### src/hw/rtl/rv64ex_pkg.sv
// ----------------------------------------------------------------------------
// rv64ex_pkg
// Shared types and constants for the RV64I OP-IMM / ADD execute core.
// ----------------------------------------------------------------------------
package rv64ex_pkg;

  localparam int unsigned XLEN      = 64;
  localparam int unsigned NUM_REGS  = 32;
  localparam int unsigned REG_IDX_W = $clog2(NUM_REGS);
  localparam int unsigned INSN_W    = 32;

  localparam logic [6:0] OPC_OP_IMM = 7'h13;
  localparam logic [6:0] OPC_OP     = 7'h33;

  localparam logic [5:0] FUNCT6_SRL = 6'h00;
  localparam logic [5:0] FUNCT6_SRA = 6'h10;
  localparam logic [6:0] FUNCT7_ADD = 7'h00;

  localparam logic [XLEN-1:0] PC_STEP = 64'd4;

  typedef logic [XLEN-1:0]      xword_t;
  typedef logic [REG_IDX_W-1:0] reg_idx_t;

  typedef enum logic [2:0] {
    F3_ADD  = 3'd0,
    F3_SLL  = 3'd1,
    F3_SLT  = 3'd2,
    F3_SLTU = 3'd3,
    F3_XOR  = 3'd4,
    F3_SR   = 3'd5,
    F3_OR   = 3'd6,
    F3_AND  = 3'd7
  } funct3_t;

endpackage

### src/hw/rtl/rv64_integer_execute_subset_core.sv
// ----------------------------------------------------------------------------
// rv64_integer_execute_subset_core
// Executes RV64I OP-IMM instructions and ADD against a 32 x 64 register file.
//
// One instruction per clock when the result side keeps up. An accepted
// instruction reads rs1/rs2 from the register file memory (synchronous read)
// into the read registers, executes from them and, once the output register
// is free, lands in it; the register file write happens on that same edge.
// A write and the next instruction's read of the same entry meet at the same
// edge, so the most recent write is kept in a bypass register and overrides
// stale read data. x0 reads zero, the write to it is dropped and its result
// shows as zero. Encodings outside the subset (loads, stores, SUB, bad shift
// funct bits, any other opcode) come out with illegal set, index and value
// zero, next_pc the unchanged PC, and no state change. After reset the
// register file reads all zero through per-entry valid bits; no clearing pass
// is needed. A cfg transfer loads the PC; it is meant to be issued only while
// the core is idle.
// ----------------------------------------------------------------------------
module rv64_integer_execute_subset_core
  import rv64ex_pkg::*;
(
  input  logic              clk,
  input  logic              rst_n,

  input  logic              cfg_valid,
  output logic              cfg_ready,
  input  logic [XLEN-1:0]   cfg_start_address,

  input  logic              in_valid,
  output logic              in_ready,
  input  logic [INSN_W-1:0] in_instruction,

  output logic              out_valid,
  input  logic              out_ready,
  output logic              out_illegal,
  output logic [4:0]        out_dest_index,
  output logic [XLEN-1:0]   out_dest_value,
  output logic [XLEN-1:0]   out_next_pc
);

  // Register file memory and its per-entry valid bits (reset = all zero)
  xword_t                rf_mem [NUM_REGS];
  logic [NUM_REGS-1:0]   rf_vld_r;

  // Read stage outputs, captured at the input transfer
  xword_t                rd1_r;
  xword_t                rd2_r;
  logic                  rv1_r;
  logic                  rv2_r;

  // Execute stage
  logic                  ex_vld_r;
  logic [INSN_W-1:0]     insn_r;

  // Bypass of the latest register file write
  logic                  fwd_vld_r;
  reg_idx_t              fwd_idx_r;
  xword_t                fwd_val_r;

  // Program counter
  xword_t                pc_r;

  // Output register
  logic                  out_vld_r;
  logic                  out_ill_r;
  reg_idx_t              out_idx_r;
  xword_t                out_val_r;
  xword_t                out_pc_r;

  logic                  in_acc;
  logic                  cfg_acc;
  logic                  ex_adv;

  // Decode of the instruction in execute
  logic [6:0]            opc;
  reg_idx_t              rd_idx;
  reg_idx_t              rs1_idx;
  reg_idx_t              rs2_idx;
  funct3_t               f3;
  logic [5:0]            f6;
  logic [6:0]            f7;
  logic [5:0]            shamt;
  xword_t                imm;
  xword_t                src_a;
  xword_t                src_b;
  xword_t                alu_res;
  logic                  ex_ok;
  logic                  rf_we;
  xword_t                res_shown;

  reg_idx_t              in_rs1;
  reg_idx_t              in_rs2;

  // ---------------------------------------------------------------- handshake
  assign cfg_ready = 1'b1;
  assign cfg_acc   = cfg_valid & cfg_ready;

  // Execute drains into the output register when it is empty or being taken
  assign ex_adv   = ex_vld_r & (~out_vld_r | out_ready);
  assign in_ready = ~ex_vld_r | ex_adv;
  assign in_acc   = in_valid & in_ready;

  assign in_rs1 = in_instruction[19:15];
  assign in_rs2 = in_instruction[24:20];

  // ---------------------------------------------------------------- decode
  assign opc     = insn_r[6:0];
  assign rd_idx  = insn_r[11:7];
  assign f3      = funct3_t'(insn_r[14:12]);
  assign rs1_idx = insn_r[19:15];
  assign rs2_idx = insn_r[24:20];
  assign f6      = insn_r[31:26];
  assign f7      = insn_r[31:25];
  assign shamt   = insn_r[25:20];
  assign imm     = {{(XLEN-12){insn_r[31]}}, insn_r[31:20]};

  // Operand select: x0, then bypass, then memory (unwritten entries read 0)
  always_comb begin
    if (rs1_idx == '0) begin
      src_a = '0;
    end else if (fwd_vld_r && (fwd_idx_r == rs1_idx)) begin
      src_a = fwd_val_r;
    end else if (rv1_r) begin
      src_a = rd1_r;
    end else begin
      src_a = '0;
    end

    if (rs2_idx == '0) begin
      src_b = '0;
    end else if (fwd_vld_r && (fwd_idx_r == rs2_idx)) begin
      src_b = fwd_val_r;
    end else if (rv2_r) begin
      src_b = rd2_r;
    end else begin
      src_b = '0;
    end
  end

  // ---------------------------------------------------------------- ALU
  always_comb begin
    alu_res = '0;
    ex_ok   = 1'b1;
    if (opc == OPC_OP_IMM) begin
      case (f3)
        F3_ADD:  alu_res = src_a + imm;
        F3_SLL: begin
          if (f6 != FUNCT6_SRL) begin
            ex_ok = 1'b0;
          end else begin
            alu_res = src_a << shamt;
          end
        end
        F3_SLT:  alu_res = {{(XLEN-1){1'b0}}, ($signed(src_a) < $signed(imm))};
        F3_SLTU: alu_res = {{(XLEN-1){1'b0}}, (src_a < imm)};
        F3_XOR:  alu_res = src_a ^ imm;
        F3_SR: begin
          if (f6 == FUNCT6_SRL) begin
            alu_res = src_a >> shamt;
          end else if (f6 == FUNCT6_SRA) begin
            alu_res = xword_t'($signed(src_a) >>> shamt);
          end else begin
            ex_ok = 1'b0;
          end
        end
        F3_OR:   alu_res = src_a | imm;
        F3_AND:  alu_res = src_a & imm;
        default: ex_ok = 1'b0;
      endcase
    end else if ((opc == OPC_OP) && (f3 == F3_ADD) && (f7 == FUNCT7_ADD)) begin
      alu_res = src_a + src_b;
    end else begin
      ex_ok = 1'b0;
    end
  end

  assign rf_we     = ex_adv & ex_ok & (rd_idx != '0);
  assign res_shown = (ex_ok && (rd_idx != '0)) ? alu_res : '0;

  // ---------------------------------------------------------------- memory
  // One write port (retire), two read ports (issue); read data registered.
  always_ff @(posedge clk) begin
    if (rf_we) begin
      rf_mem[rd_idx] <= alu_res;
    end
    if (in_acc) begin
      rd1_r <= rf_mem[in_rs1];
      rd2_r <= rf_mem[in_rs2];
    end
  end

  always_ff @(posedge clk) begin
    if (!rst_n) begin
      rf_vld_r <= '0;
      rv1_r    <= 1'b0;
      rv2_r    <= 1'b0;
    end else begin
      if (rf_we) begin
        rf_vld_r[rd_idx] <= 1'b1;
      end
      if (in_acc) begin
        rv1_r <= rf_vld_r[in_rs1];
        rv2_r <= rf_vld_r[in_rs2];
      end
    end
  end

  // ---------------------------------------------------------------- control
  always_ff @(posedge clk) begin
    if (!rst_n) begin
      ex_vld_r  <= 1'b0;
      out_vld_r <= 1'b0;
      fwd_vld_r <= 1'b0;
      pc_r      <= '0;
    end else begin
      if (in_acc) begin
        ex_vld_r <= 1'b1;
      end else if (ex_adv) begin
        ex_vld_r <= 1'b0;
      end

      if (ex_adv) begin
        out_vld_r <= 1'b1;
      end else if (out_ready) begin
        out_vld_r <= 1'b0;
      end

      if (rf_we) begin
        fwd_vld_r <= 1'b1;
      end

      // cfg wins over retire; the user is to issue cfg only while idle, the core does not enforce it
      if (cfg_acc) begin
        pc_r <= cfg_start_address;
      end else if (ex_adv && ex_ok) begin
        pc_r <= pc_r + PC_STEP;
      end
    end
  end

  // Payload registers
  always_ff @(posedge clk) begin
    if (in_acc) begin
      insn_r <= in_instruction;
    end
    if (rf_we) begin
      fwd_idx_r <= rd_idx;
      fwd_val_r <= alu_res;
    end
    if (ex_adv) begin
      out_ill_r <= ~ex_ok;
      out_idx_r <= ex_ok ? rd_idx : '0;
      out_val_r <= res_shown;
      out_pc_r  <= ex_ok ? (pc_r + PC_STEP) : pc_r;
    end
  end

  assign out_valid      = out_vld_r;
  assign out_illegal    = out_ill_r;
  assign out_dest_index = out_idx_r;
  assign out_dest_value = out_val_r;
  assign out_next_pc    = out_pc_r;

  // ---------------------------------------------------------------- checks
`ifndef SYNTHESIS
  a_ill_zero: assert property (@(posedge clk) disable iff (!rst_n)
    (out_vld_r && out_ill_r) |-> ((out_idx_r == '0) && (out_val_r == '0)))
    else $error("illegal result with nonzero index or value");

  a_x0_zero: assert property (@(posedge clk) disable iff (!rst_n)
    (out_vld_r && (out_idx_r == '0)) |-> (out_val_r == '0))
    else $error("x0 result shown nonzero");

  a_pc_step: assert property (@(posedge clk) disable iff (!rst_n)
    (ex_adv && ex_ok && !cfg_acc) |=> (pc_r == $past(pc_r) + PC_STEP))
    else $error("pc did not advance by 4 on a legal retire");

  a_ill_pc_hold: assert property (@(posedge clk) disable iff (!rst_n)
    (ex_adv && !ex_ok && !cfg_acc) |=> $stable(pc_r))
    else $error("pc changed on an illegal instruction");

  a_fwd_not_x0: assert property (@(posedge clk) disable iff (!rst_n)
    fwd_vld_r |-> (fwd_idx_r != '0))
    else $error("bypass register holds a write to x0");
`endif

endmodule

### config.mk
export PLATFORM = sky130hd
export DESIGN_NAME = rv64_integer_execute_subset_core
export DESIGN_NICKNAME = d
export VERILOG_FILES = /design/src/hw/rtl/rv64ex_pkg.sv /design/src/hw/rtl/rv64_integer_execute_subset_core.sv
export SDC_FILE = /design/constraint.sdc
export NUM_CORES = 2
export LEC_CHECK = 0
export CORE_UTILIZATION = 35
export CTS_CLUSTER_DIAMETER = 30
export DETAILED_ROUTE_END_ITERATION = 8
export DONT_BUFFER_PORTS = 1
export PLACE_DENSITY_LB_ADDON = 0.08
export SLEW_MARGIN = 10
export SYNTH_ARGS = -nofsm -noshare
export SYNTH_HDL_FRONTEND = slang
export SYNTH_SLANG_ARGS = --single-unit
### constraint.sdc
create_clock -name clk -period 21.9 [get_ports clk]
set_clock_uncertainty 0.05 [all_clocks]
set_input_delay 6.57 -clock clk [delete_from_list [all_inputs] [get_ports clk]]
set_output_delay 6.57 -clock clk [all_outputs]
set_load 0.02 [all_outputs]
# After elaboration in Yosys (flattened, before gate mapping)

Memories as Yosys holds them, arrays and structs flattened. A register that Yosys moved wholly into a read port is not among the register bits.
Cells that the tools add are included.

Flip-flop bits (word level): 336
Bits in writable memories: 2048
Bits of input ports: 101
Output and inout bits: 137
Logic and storage cells: 102
Memories kept: 1

Memory list:

| memory | words | width | read ports | clocked after memory_dff | write ports | line                                   | RTL |
|---|---|---|---|---|---|---|---|
| rf_mem | 32    | 64    | 2          | 2                        | 1           | rv64_integer_execute_subset_core.sv:42 | `xword_t rf_mem [NUM_REGS];` |

Add/subtract/negate cells: 3
$lt $le $gt $ge: 6
Equality and inequality tests: 12
Shift operators: 3
Muxes and demuxes: 33
Bitwise logic cells: 13
Reductions and logical operators: 17

Operators with widths:

| operator                                                    | count |
|---|---|
| 2-to-1 mux 64 bit                                           | 14 |
| case mux 64 bit (8 select lines)                            | 1 |
| adder 64 bit                                                | 2 |
| adder 64 x 3 -> 64 bit (second input constant)              | 1 |
| bitwise AND 64 bit                                          | 1 |
| less-than comparator 64 x 12 -> 1 bit                       | 1 |
| less-than comparator 64 bit                                 | 1 |
| OR 64 bit                                                   | 1 |
| << shifter 64 x 6 -> 64 bit                                 | 1 |
| right shift 64 x 6 -> 64 bit                                | 1 |
| >>> shifter 64 x 6 -> 64 bit                                | 1 |
| bitwise XOR 64 bit                                          | 1 |
| OR 32 bit                                                   | 1 |
| less-than comparator 5 x 6 -> 1 bit (second input constant) | 3 |
| 2-to-1 mux 1 bit                                            | 14 |
| equality test 3 bit (second input constant)                 | 4 |
| binary-select mux 1 bit (select 5 bit)                      | 2 |
| equality test 5 bit                                         | 2 |
| zero test 5 bit                                             | 2 |
| equality test 7 x 5 -> 1 bit (second input constant)        | 1 |
| equality test 7 x 6 -> 1 bit (second input constant)        | 1 |
| logical AND 1 bit                                           | 7 |
| zero test 7 bit                                             | 1 |
| equality test 3 x 2 -> 1 bit (second input constant)        | 2 |
| other kinds (13)                                            | 21 |

# Longest topological paths before layout

Depth after elaboration: 9
Mapped depth: 23
Depth with buffers taken out: 20

# Worst setup path before layout

OpenSTA, ideal clock, no wires.

Path kind: input to register
From: input port out_ready
To: memory rf_mem[28][0] (netlist bit), enable pin
Setup time: 488 ps
Arrival: 13337 ps
Required time: 21362 ps
Path slack: 8025 ps
Stages on the path: 5
Path buffers: 0
Cells stage by stage: nor2b_1 -> nand2b_1 -> nor2_1 -> nand2_1 -> nor2_1

Longest elaborated chain between the ends: 6

Ends and longest elaborated chain:

| element                                | line                                    | RTL |
|---|---|---|
| start, declared                        | rv64_integer_execute_subset_core.sv:34  | `input logic out_ready,` |
| OR 1 bit                               | rv64_integer_execute_subset_core.sv:99  | `assign ex_adv = ex_vld_r & (~out_vld_r \| out_ready);` |
| bitwise AND 1 bit                      | rv64_integer_execute_subset_core.sv:99  |  |
| bitwise AND 1 bit (2 in a row)         | rv64_integer_execute_subset_core.sv:177 | `assign rf_we = ex_adv & ex_ok & (rd_idx != '0);` |
| net rf_we                              | rv64_integer_execute_subset_core.sv:88  | `logic rf_we;` |
| 2-to-1 mux 1 bit                       | rv64_integer_execute_subset_core.sv:183 | `if (rf_we) begin` |
| 2-to-1 mux 1 bit (implied by the code) | rv64_integer_execute_subset_core.sv:184 | `rf_mem[rd_idx] <= alu_res;` |
| end, declared                          | rv64_integer_execute_subset_core.sv:42  |  |

The timed path passes the listed nets, and every way through them passes these cells.

# Worst setup path after layout

From: input port out_ready
To: output port in_ready

Longest elaborated chain between the ends: 3

Ends and longest elaborated chain:

| element           | line                                    | RTL |
|---|---|---|
| OR 1 bit          | rv64_integer_execute_subset_core.sv:99  |  |
| bitwise AND 1 bit | rv64_integer_execute_subset_core.sv:99  |  |
| OR 1 bit          | rv64_integer_execute_subset_core.sv:100 | `assign in_ready = ~ex_vld_r \| ex_adv;` |
| end, declared     | rv64_integer_execute_subset_core.sv:30  | `output logic in_ready,` |

Every way passes these cells.

==> flow_summary.json <==
{
  "status": "finished clean",
  "fin_nets": 9510,
  "ios": 238,
  "post-route-period-util_pct": 62.2,
  "drtAntennaViolNets": 0,
  "wl_per_cell_um": 38.9,
  "drtIter0Drc": 11600,
  "overflow": 0,
  "fmax_mhz": 73.4,
  "p_seq_share_pct": 34.9,
  "antenna_found_initial": 63,
  "numCtsBuffers": 609,
  "combPwrFrac_pct": 5.9,
  "synth_top_area_share_pct": 53.2,
  "yosys-top-cells-area": "edfxtp_1 53%, mux4_2 23%, ha_1 2.4%",
  "worstSetupPathType": "in -> out",
  "wl_um": 577000,
  "die_h_um": 626,
  "finalHoldViolCount": 0,
  "post-cts-setup-buffers": 0,
  "cp.arrival_ns": 7.01,
  "clk_latency_ns": 1.05,
  "die_x_um": 626,
  "cts_resized": 0,
  "critical_path.max_fanout": 4,
  "grt_pass1_wl_um": 787000,
  "slowest_delay_ns": 0.23,
  "synth.distinct_cells": 102,
  "drive_above_1_share_pct": 31.2,
  "routed-wl-met2_um": 264000,
  "leakagePower_nw": 59.8,
  "vias": 92700,
  "cts_tree": "done",
  "r2r_slack_ns": 12.76,
  "dieArea_um2": 392000,
  "clock-sinks": 2512,
  "p_per_area_nw_per_um2": 92.5,
  "via_per_inst": 6.25,
  "hp-class": "reg -> reg",
  "fin_setup_tns_ns": 0,
  "avgSynthCellArea_um2": 15.4,
  "initial_core_util_pct": 35.2,
  "cap_violations": 0,
  "cp-start-kind": "input port",
  "clockPowerShare_pct": 59.2,
  "async_reset_ff_share_pct": 0,
  "post-route-min-period_ns": 13.63,
  "wl_met1_um": 245000,
  "synth_ff_type": "edfxtp_1",
  "critPathBufInv": 0,
  "required_ns": 15.28,
  "clk_path_buf_depth": 4,
  "tightest_slew_ns": 1.36,
  "crit_path_end_kind": "output pin",
  "portBuffers": 0,
  "wl_met3_um": 45500,
  "slew_violations": 0,
  "synth_edf_count": 2411,
  "ys_warn_count": 0,
  "postSynthCellCount": 8819,
  "fin_util_pct": 42.6,
  "internal_power_mw": 11.6,
  "gp_routability_congestion": 1.04,
  "slew-limit-headroom_pct": 8.79,
  "ctsHoldBuffers": 0,
  "core_um2": 387000,
  "syn2layout_area_growth_pct": 20.9,
  "grt_pass1_vias": 93200,
  "ys_seq_area_share_pct": 54.7,
  "rows": 228,
  "root_buffer": "clkbuf_16",
  "switching_share_pct": 23.6,
  "net-switching-power_mw": 3.60,
  "drt_first_pass_iters": 8,
  "syn_area_um2": 136000,
  "grt_max_degree": 522,
  "slowest_stage": "nand2_1",
  "htree_levels": 6,
  "fill_cells": 34500,
  "rsz0062_at_grt": "false",
  "max-vdd-ir-drop_v": 0.0000883,
  "clk_pin_slew_ns": 0.05,
  "crit_chain": "nor2b_1 > nand2_1",
  "grt_usage_pct": 29.0,
  "top_layer": "met5",
  "setup_viol": 0,
  "dp_hpwl_um": 356000,
  "drc": 0,
  "crit_family": "simple AND/OR/NAND/NOR gates",
  "ys_seq_elements": 2512,
  "yosysTopAreaCell": "edfxtp_1"
}
kinds of logic after synthesis:
| group | synth area share [%] |
|---|---|
| compound gates | 7.24 |
| buf+inv | 2.43 |
| xor+xnor | 1.60 |
| simple gates | 5.65 |
| mux | 26.0 |
| flops | 54.7 |
| other cells | 0.00552 |
| fa+ha+maj | 2.40 |
area by class of cell:
type | count | area, µm² | share of cell area [%]
clock inverters | 411 | 4990 | 3.03
well taps | 5175 | 6470 | 3.93
clock buffers | 701 | 15800 | 9.57
diodes | 20 | 50.0 | 0.0304
repair buffers | 330 | 3000 | 1.82
multi-input cells | 5529 | 59300 | 36.0
flip-flops and latches | 2512 | 74400 | 45.2
inverters | 167 | 644 | 0.391
synthesized netlist by cell type (all sizes together) (50+ instances only):
cell type and n:
o22ai 54, o211ai 84, dfxtp 101, nand2 642
o21ai 345, nor3 72, nand3 158, nand4 55
inv 166, mux2 173, mux2i 176, buf 192
mux4 1407, edfxtp 2411, nor2 446, a21o 65
ha 258, clkbuf 482, xor2 82, o21a 50
a21oi 414, and2 132, xnor2 167
metrics by stage:
step | instances | setup WS [ns] | cell area [µm²] | hold slack, ns | power, mW
final | 14800 | 8.27 | 165000 | 0.385 | 15.2
after global routing | 14800 | 8.22 | 165000 | 0.395 | 15.6
after CTS | 14800 | 8.28 | 164000 | 0.383 | 15.3
after detailed placement | 13700 | 8.29 | 144000 | 0.372 | 6.23
after global placement | 13700 | 8.23 | 144000 | 0.362 | 6.23
after floorplan | 8882 | 8.03 | 136000 | 0.358 | 5.97
power groups by stage:
stage,clock network (mW),logic (mW),registers (mW)
after CTS,9.14,0.833,5.32
after global routing,9.39,0.927,5.32
after global placement,0,0.832,5.40
after floorplan,0,0.589,5.38
final,9.01,0.899,5.32
after detailed placement,0,0.829,5.40
registers in the layout, indices dropped and copies added, names as in the netlist:
register / count
rf_vld_r: 32
fwd_idx_r: 5
out_valid: 1
ex_vld_r: 1
rv2_r: 1
fwd_val_r: 64
rd2_r: 64
out_dest_index: 5
out_dest_value: 64
rf_mem: 2048
insn_r: 32
out_next_pc: 64
out_illegal: 1
pc_r: 64
rv1_r: 1
rd1_r: 64
fwd_vld_r: 1
cells in the final DEF, fill, tap and decap left out, drive strengths merged, types with 21 or more instances in the layout:
cell type / Yosys / layout
edfxtp: 2411 / 2411
mux4: 1407 / 1407
clkbuf: 482 / 701
nand2: 642 / 642
nor2: 446 / 446
a21oi: 414 / 414
o21ai: 345 / 345
buf: 192 / 330
clkinv: 1 / 270
ha: 258 / 258
inv: 166 / 188
mux2i: 176 / 176
mux2: 173 / 173
xnor2: 167 / 167
nand3: 158 / 158
and2: 132 / 132
dfxtp: 101 / 101
o211ai: 84 / 84
xor2: 82 / 82
bufinv: 0 / 75
nor3: 72 / 72
a21o: 65 / 65
conb: 2 / 65
nand4: 55 / 55
o22ai: 54 / 54
o21a: 50 / 50
a211oi: 46 / 46
clkinvlp: 0 / 45
o21bai: 42 / 42
a221oi: 41 / 41
a22oi: 41 / 41
nor2b: 38 / 38
o31ai: 38 / 38
a31oi: 38 / 38
o221ai: 38 / 38
and3: 33 / 33
nor4: 32 / 32
a221o: 21 / 21
worst paths after layout:
| path | start | to | cells after the start |
|---|---|---|---|
| min reg2reg | pc_r[1]$_SDFFE_PN0P_ | out_next_pc[1]$_DFFE_PP_ | 0 |
| max reg2reg | insn_r[21]$_DFFE_PP_ | rf_mem[24][63]$_DFFE_PP_ | 18 |
| max | out_ready | in_ready | 2 |
| min | pc_r[1]$_SDFFE_PN0P_ | out_next_pc[1]$_DFFE_PP_ | 0 |
per-layer routing:
layer	GRT usage, %	up-vias
met5	0	-
met4	10.4	10
met3	5.41	969
met2	44.9	4720
met1	40.7	50100
li1	-	37000
(Power assumes the default switching activity.)
